**config.mk**
```make
export PLATFORM = sky130hd
export DESIGN_NAME = vlos_ctrl
export DESIGN_NICKNAME = d
export VERILOG_FILES = /design/src/hdl/vlos_pkg.sv /design/src/hdl/vlos_ctrl.sv
export SDC_FILE = /design/constraint.sdc
export NUM_CORES = 1
export LEC_CHECK = 0
export ABC_AREA = 1
export BUFFER_PORTS_ARGS = -buffer_cell sky130_fd_sc_hd__buf_2
export CORE_AREA = 2 2 39 41
export CTS_CLUSTER_SIZE = 25
export DETAILED_ROUTE_END_ITERATION = 12
export DIE_AREA = 0 0 41 43
export PLACE_DENSITY = 0.69
export SKIP_CTS_REPAIR_TIMING = 1
export SLEW_MARGIN = 20
export SYNTH_ARGS = -nofsm -noshare
export SYNTH_HDL_FRONTEND = slang
export SYNTH_SLANG_ARGS = --single-unit
```
**constraint.sdc**
```tcl
create_clock -name clk -period 3.3 [get_ports clk]
set_clock_uncertainty 0.15 [all_clocks]
set_input_delay 0.165 -clock clk [delete_from_list [all_inputs] [get_ports clk]]
set_output_delay 0.165 -clock clk [all_outputs]
set_load 0.1 [all_outputs]
```
**src/hdl/vlos_pkg.sv**
```systemverilog
// Shared types and constants for the voxel line-of-sight unit.
// Depends on nothing; all files but vlos_occ_mem refer to it by scoped names.
package vlos_pkg;

  localparam int COORD_W   = 18;
  localparam int MAG_W     = 19;
  localparam int SQ_W      = 38;
  localparam int DIST_W    = 19;
  localparam int OFS_W     = 14;
  localparam int STEPS_W   = 10;
  localparam int NUM_W     = 23;
  localparam int PROD_W    = 42;
  localparam int CELL_W    = 13;
  localparam int POS_W     = 20;
  localparam int FRAC_W    = 12;
  localparam int DIVN_W    = 34;
  localparam int DREM_W    = 20;
  localparam int SREM_W    = 21;
  localparam int IDX_W     = 15;
  localparam int IDX_EXT_W = 24;
  localparam int IT_W      = 6;
  localparam int CFG_IDX_W = 2;
  localparam int CFG_DATA_W = 14;

  localparam int ONE_CELL   = 4096;
  localparam int NEAR_SQ    = 16;
  localparam int SQRT_ITERS = 19;
  localparam int DIV_ITERS  = 34;

  localparam logic [OFS_W-1:0]   START_OFFSET_RST = 14'd1229;
  localparam logic [OFS_W-1:0]   END_OFFSET_RST   = 14'd1638;
  localparam logic [STEPS_W-1:0] MAX_STEPS_RST    = 10'd512;

  localparam logic REQ_WRITE = 1'b0;
  localparam logic REQ_RAY   = 1'b1;

  typedef enum logic [CFG_IDX_W-1:0] {
    CFG_START_OFFSET = 2'd0,
    CFG_END_OFFSET   = 2'd1,
    CFG_MAX_STEPS    = 2'd2
  } cfg_reg_t;

  typedef enum logic [3:0] {
    ST_CLEAR, ST_IDLE, ST_SQ_MUL, ST_SQ_ACC, ST_SQ_CHK, ST_SQRT, ST_SPAN,
    ST_OFS_MUL, ST_DIV, ST_AXIS_SET, ST_WALK_A, ST_WALK_B, ST_RESP
  } state_t;

  typedef struct packed {
    logic clr_step;
    logic load;
    logic sq_mul;
    logic sq_acc;
    logic sqrt_init;
    logic sqrt_step;
    logic span_set;
    logic ofs_mul;
    logic div_step;
    logic axis_set;
    logic walk_a;
    logic walk_b;
    logic out_load;
  } cmd_t;

  typedef struct packed {
    logic clr_done;
    logic ray;
    logic near;
    logic sqrt_done;
    logic short_ray;
    logic div_done;
    logic axis_last;
    logic walk_stop;
    logic walk_end;
    logic out_busy;
  } sts_t;

  typedef struct packed {
    logic                      req_type;
    logic [IDX_W-1:0]          cell_index;
    logic                      cell_solid;
    logic signed [COORD_W-1:0] start_x;
    logic signed [COORD_W-1:0] start_y;
    logic signed [COORD_W-1:0] start_z;
    logic signed [COORD_W-1:0] target_x;
    logic signed [COORD_W-1:0] target_y;
    logic signed [COORD_W-1:0] target_z;
  } req_t;

  typedef struct packed {
    logic               reply_kind;
    logic               sight_clear;
    logic [STEPS_W-1:0] cells_checked;
  } rsp_t;

endpackage

```
**src/hdl/vlos_ctrl.sv**
```systemverilog
// Sequencer for the line-of-sight unit: clearing pass, setup phases and cell walk.
// Depends on vlos_pkg for state, command and status types.
module vlos_ctrl (
  input  logic            clk,
  input  logic            rst_n,
  input  logic            in_valid,
  output logic            in_ready,
  input  vlos_pkg::sts_t  sts,
  output vlos_pkg::cmd_t  cmd
);

  vlos_pkg::state_t state_r, state_nxt;

  always_ff @(posedge clk) begin
    if (!rst_n) begin
      state_r <= vlos_pkg::ST_CLEAR;
    end else begin
      state_r <= state_nxt;
    end
  end

  always_comb begin
    state_nxt = state_r;
    case (state_r)
      vlos_pkg::ST_CLEAR:    if (sts.clr_done) state_nxt = vlos_pkg::ST_IDLE;
      vlos_pkg::ST_IDLE: begin
        if (in_valid) state_nxt = sts.ray ? vlos_pkg::ST_SQ_MUL : vlos_pkg::ST_RESP;
      end
      vlos_pkg::ST_SQ_MUL:   state_nxt = vlos_pkg::ST_SQ_ACC;
      vlos_pkg::ST_SQ_ACC:   state_nxt = sts.axis_last ? vlos_pkg::ST_SQ_CHK : vlos_pkg::ST_SQ_MUL;
      vlos_pkg::ST_SQ_CHK:   state_nxt = sts.near ? vlos_pkg::ST_RESP : vlos_pkg::ST_SQRT;
      vlos_pkg::ST_SQRT:     if (sts.sqrt_done) state_nxt = vlos_pkg::ST_SPAN;
      vlos_pkg::ST_SPAN:     state_nxt = sts.short_ray ? vlos_pkg::ST_RESP : vlos_pkg::ST_OFS_MUL;
      vlos_pkg::ST_OFS_MUL:  state_nxt = vlos_pkg::ST_DIV;
      vlos_pkg::ST_DIV:      if (sts.div_done) state_nxt = vlos_pkg::ST_AXIS_SET;
      vlos_pkg::ST_AXIS_SET: begin
        state_nxt = sts.axis_last ? vlos_pkg::ST_WALK_A : vlos_pkg::ST_OFS_MUL;
      end
      vlos_pkg::ST_WALK_A:   state_nxt = sts.walk_stop ? vlos_pkg::ST_RESP : vlos_pkg::ST_WALK_B;
      vlos_pkg::ST_WALK_B:   state_nxt = sts.walk_end ? vlos_pkg::ST_RESP : vlos_pkg::ST_WALK_A;
      vlos_pkg::ST_RESP:     if (!sts.out_busy) state_nxt = vlos_pkg::ST_IDLE;
      default:               state_nxt = vlos_pkg::ST_CLEAR;
    endcase
  end

  always_comb begin
    cmd      = '0;
    in_ready = 1'b0;
    case (state_r)
      vlos_pkg::ST_CLEAR:    cmd.clr_step = 1'b1;
      vlos_pkg::ST_IDLE: begin
        in_ready = 1'b1;
        cmd.load = in_valid;
      end
      vlos_pkg::ST_SQ_MUL:   cmd.sq_mul = 1'b1;
      vlos_pkg::ST_SQ_ACC:   cmd.sq_acc = 1'b1;
      vlos_pkg::ST_SQ_CHK:   cmd.sqrt_init = !sts.near;
      vlos_pkg::ST_SQRT:     cmd.sqrt_step = 1'b1;
      vlos_pkg::ST_SPAN:     cmd.span_set = 1'b1;
      vlos_pkg::ST_OFS_MUL:  cmd.ofs_mul = 1'b1;
      vlos_pkg::ST_DIV:      cmd.div_step = 1'b1;
      vlos_pkg::ST_AXIS_SET: cmd.axis_set = 1'b1;
      vlos_pkg::ST_WALK_A:   cmd.walk_a = !sts.walk_stop;
      vlos_pkg::ST_WALK_B:   cmd.walk_b = 1'b1;
      vlos_pkg::ST_RESP:     cmd.out_load = !sts.out_busy;
      default:               cmd = '0;
    endcase
  end

endmodule

```
# Word level (Yosys, flattened, before mapping)

Index checks and enable logic that the tools add are counted.

Eq/ne operators: 17
Mux-type cells: 27
Reduce and logical (&&, ||, !) cells: 5

Operators with widths:

| kind               | number |
|---|---|
| $pmux 4 s13        | 1 |
| $mux 4             | 9 |
| $eq 4x4->1 const B | 5 |
| $eq 4x3->1 const B | 4 |
| $mux 1             | 14 |
| $ne 2x2->1 const B | 5 |
| $mux 3             | 3 |
| $eq 4x2->1 const B | 2 |
| $reduce_and 5->1   | 1 |
| $eq 4x1->1 const B | 1 |
| $logic_not 4->1    | 1 |
| $logic_not 1->1    | 3 |

Word-level logic and storage cells: 50
Output and inout port bits: 14
Bits in registers: 4

# Longest topological paths before layout

Depth in word-level cells: 3
Depth in mapped cells: 9
Depth with buffers taken out: 9

# Worst setup path before layout

Ideal clock, no wire load.

Path kind: flip-flop to output port
Start point: reg state_r[0]
End point: out cmd[0] (netlist bit)
Stages on the path, launching flop included: 4
Setup slack: 0.246 ns
Arrival time: 2.739 ns
Path through: dfxtp_1 -> nor2_1 -> inv_1 -> nor3_1

RTL lines:

| what                     | line            | source |
|---|---|---|
| start: declaration       | vlos_ctrl.sv:12 | `vlos_pkg::state_t state_r, state_nxt;` |
| start signal: assignment | vlos_ctrl.sv:16 | `state_r <= vlos_pkg::ST_CLEAR;` |
| start signal: assignment | vlos_ctrl.sv:18 | `state_r <= state_nxt;` |
| end: declaration         | vlos_ctrl.sv:9  | `output vlos_pkg::cmd_t cmd` |

==> qor.txt <==
Initial Util: 0.401
IO buf count: 26
Post-Syn Area: 554 sq um
Critical Path Start Type: flop
Sink Count: 4
Main combinational cell family by area after synthesis: simple AND/OR/NAND/NOR gates
N_diodes: 0
IO Pins: 27
Placer congestion estimate: 0.860
Post-Synthesis Cells: 113
# rows: 14
CTS Buffer Depth: 2
Mapped Nets: 126
Hold Path Stages: 3
Syn_area_per_cell: 4.91 sq um
Crit Path Max Fanout: 6
Global-route wire length before repair: 2.41 mm
Synth Area in XOR/XNOR: 0
Largest Register: state_r
Status: finished, final reports clean
Multiplexer share of the synthesized area: 0
Final HPWL DP: 1.26 mm
Relative slew slack: 0.676
Clk pin slew, worst setup/hold paths: 0.04 ns
EDFF count, synth: 0
Final setup viols: 0
TritonRoute pass-1 iters: 4
Sw Ratio: 0.690
Hold EP: state_r[1]$_SDFFE_PN0P_
Placed standard-cell area: 704 sq um
DIE AREA: 1760 sq um
Critical R2R Launch: state_r[0]$_SDFFE_PN0P_
Primary FF master, synth: dfxtp_1
Slowest cell on the critical path: buf_2
Die width: 41 microns
Final wirelength: 1.47 mm
Post-synthesis compound-gate area fraction: 0.0542
Req. time, crit path: 2.98 ns
Yosys cell types: 14
Initial antenna violation count: 0
Warnings, synthesis: 0
Worst-Skew Late Latency: 0.23 ns
WP data arrival: 1.75 ns
Layout area overhead: 31.2%
Vias in the first global route: 672
CP Capture Type: output port
Worst hold start: rst_n
Flop pwr share: 0.134
Grt ovf: 0
Type of the tightest min-delay check: input pin to flop
FF-to-FF End: state_r[0]$_SDFFE_PN0P_
CP peak stage delay: 0.45 ns
RSZ-0062 raised after global routing: no
Worst R2R Path Depth: 7
Biggest regs: state_r: 4 flops
CTS Buf Count: 3
Most common cell in the netlist: nand2_1
Post-DRT Antenna Nets: 0
Final Hold Viols: 0
Combinational Power Share: 0.777
Cell internal pwr: 0.208 mW
Sequential fraction of the synthesis area: 0.144
Largest net degree at the start of global routing: 9
Most frequent cells after synthesis: 33 x nand2_1, 23 x inv_1, 22 x nor2_1
Max_cap viols: 0
Max FFs per register: 4
Peak supply drop: 0.625 mV
Gr usage total: 0.198
Yosys top cell area share: 0.223
Initial DRC count: 4
Setup TNS: 0 ns
Adder-cell share of the synthesized area: 0
Critical path class: flop to output port
CTS tree: done
DRC viols: 0
Via Count: 734
Synth area leader: nand2_1
Clock power frac: 0.089
Net switching power: 0.463 mW
Largest cells by area after synthesis: nand2_1 22%, inv_1 16%, nor2_1 15%, dfxtp_1 14%, nand3_1 9.9%
Cell Pwr Density: 924 nW/um^2
H-tree depth: 1
Avg WL per Cell: 9.32 microns
F_max: 484 MHz
Yosys reg bits: 4
Least-Margin Pin Slew: 0.489 ns
Final net count: 157
Layout cell share with drive strength beyond 1: 0.268
Register-to-Register Setup Slack: 1.70 ns
Lkg Pwr: 0.509 nW
Shortest period the worst path allows: 2.07 ns
Final instance area: 727 sq um
CORE AREA: 1380 sq um
Ys async rst share: 0
Final period utilization: 0.626
Max Slew Vio Count: 0
Die height: 43 microns
CTS root buf: clkbuf_4
Vias per inst: 4.65
CP cell instances: nor2_1, inv_1, nor3_1, buf_2
Post-Synth Simple-Gate Area: 0.632
stage by stage:
stage          power (mW)  instances  setup WS, ns  hold WS (ns)   util
6_report            0.672        158          1.23        0.0476  0.525
2_1_floorplan       0.523        113         0.246         0.177      -
3_3_place_gp        0.609        155          1.53         0.276  0.509
3_5_place_dp        0.614        155          1.49         0.294  0.509
5_1_grt             0.724        158          1.08        0.0815  0.525
4_1_cts             0.678        158          1.23        0.0480  0.525
cell type report:
type | count | area [sq um]
clock buffers | 3 | 22.5
fillers | 167 | 657
inverters | 25 | 93.8
multi-input cells | 84 | 380
flip-flops and latches | 4 | 80.1
well taps | 16 | 20.0
repair buffers | 26 | 130
kinds of logic after synthesis:
family | after synthesis
DFF | 4
and+or+nand+nor | 78
AOI/OAI and AO/OA | 6
buffers and inverters | 25
power by group through the flow:
| stage | clock [mW] | combinational (mW) | sequential (mW) |
|---|---|---|---|
| after global placement | 0 | 0.520 | 0.0887 |
| after floorplan | 0 | 0.437 | 0.0862 |
| after global routing | 0.0646 | 0.566 | 0.0928 |
| after detailed placement | 0 | 0.523 | 0.0902 |
| final | 0.0596 | 0.522 | 0.0902 |
| after CTS | 0.0639 | 0.525 | 0.0894 |
layer usage:
metal	GRT usage	vias up	part of all wire
met5	0	-	0
met4	0.100	0	0.014
met3	0.0314	2	0.029
met2	0.341	14	0.52
met1	0.215	321	0.43
li1	-	397	-
critical path, delay by kind of cell, from the launching register on:
kind	cells	cell delay [ns]
buffers and inverters	2	0.64
and+or+nand+nor	2	0.54
DFF	1	0.34
placed cells by master, fill, tap and decap left out, drive strengths merged:
| cell type | n |
|---|---|
| nor3 | 3 |
| o21ai | 3 |
| nand3b | 2 |
| clkbuf | 3 |
| a21oi | 3 |
| nor2 | 27 |
| dfxtp | 4 |
| buf | 26 |
| nand2 | 35 |
| inv | 25 |
| nand3 | 11 |
how the worst max path moves through the flow:
stage	from	slack, ns	endpoint
global placement	state_r[0]$_SDFFE_PN0P_	1.53	cmd[0]
floorplan	state_r[0]$_SDFFE_PN0P_	0.25	cmd[0]
global route	state_r[0]$_SDFFE_PN0P_	1.08	cmd[0]
detailed placement	state_r[0]$_SDFFE_PN0P_	1.49	cmd[0]
finish	state_r[0]$_SDFFE_PN0P_	1.23	cmd[0]
CTS	state_r[0]$_SDFFE_PN0P_	1.23	cmd[0]
Power figures use the tool's default switching activity.
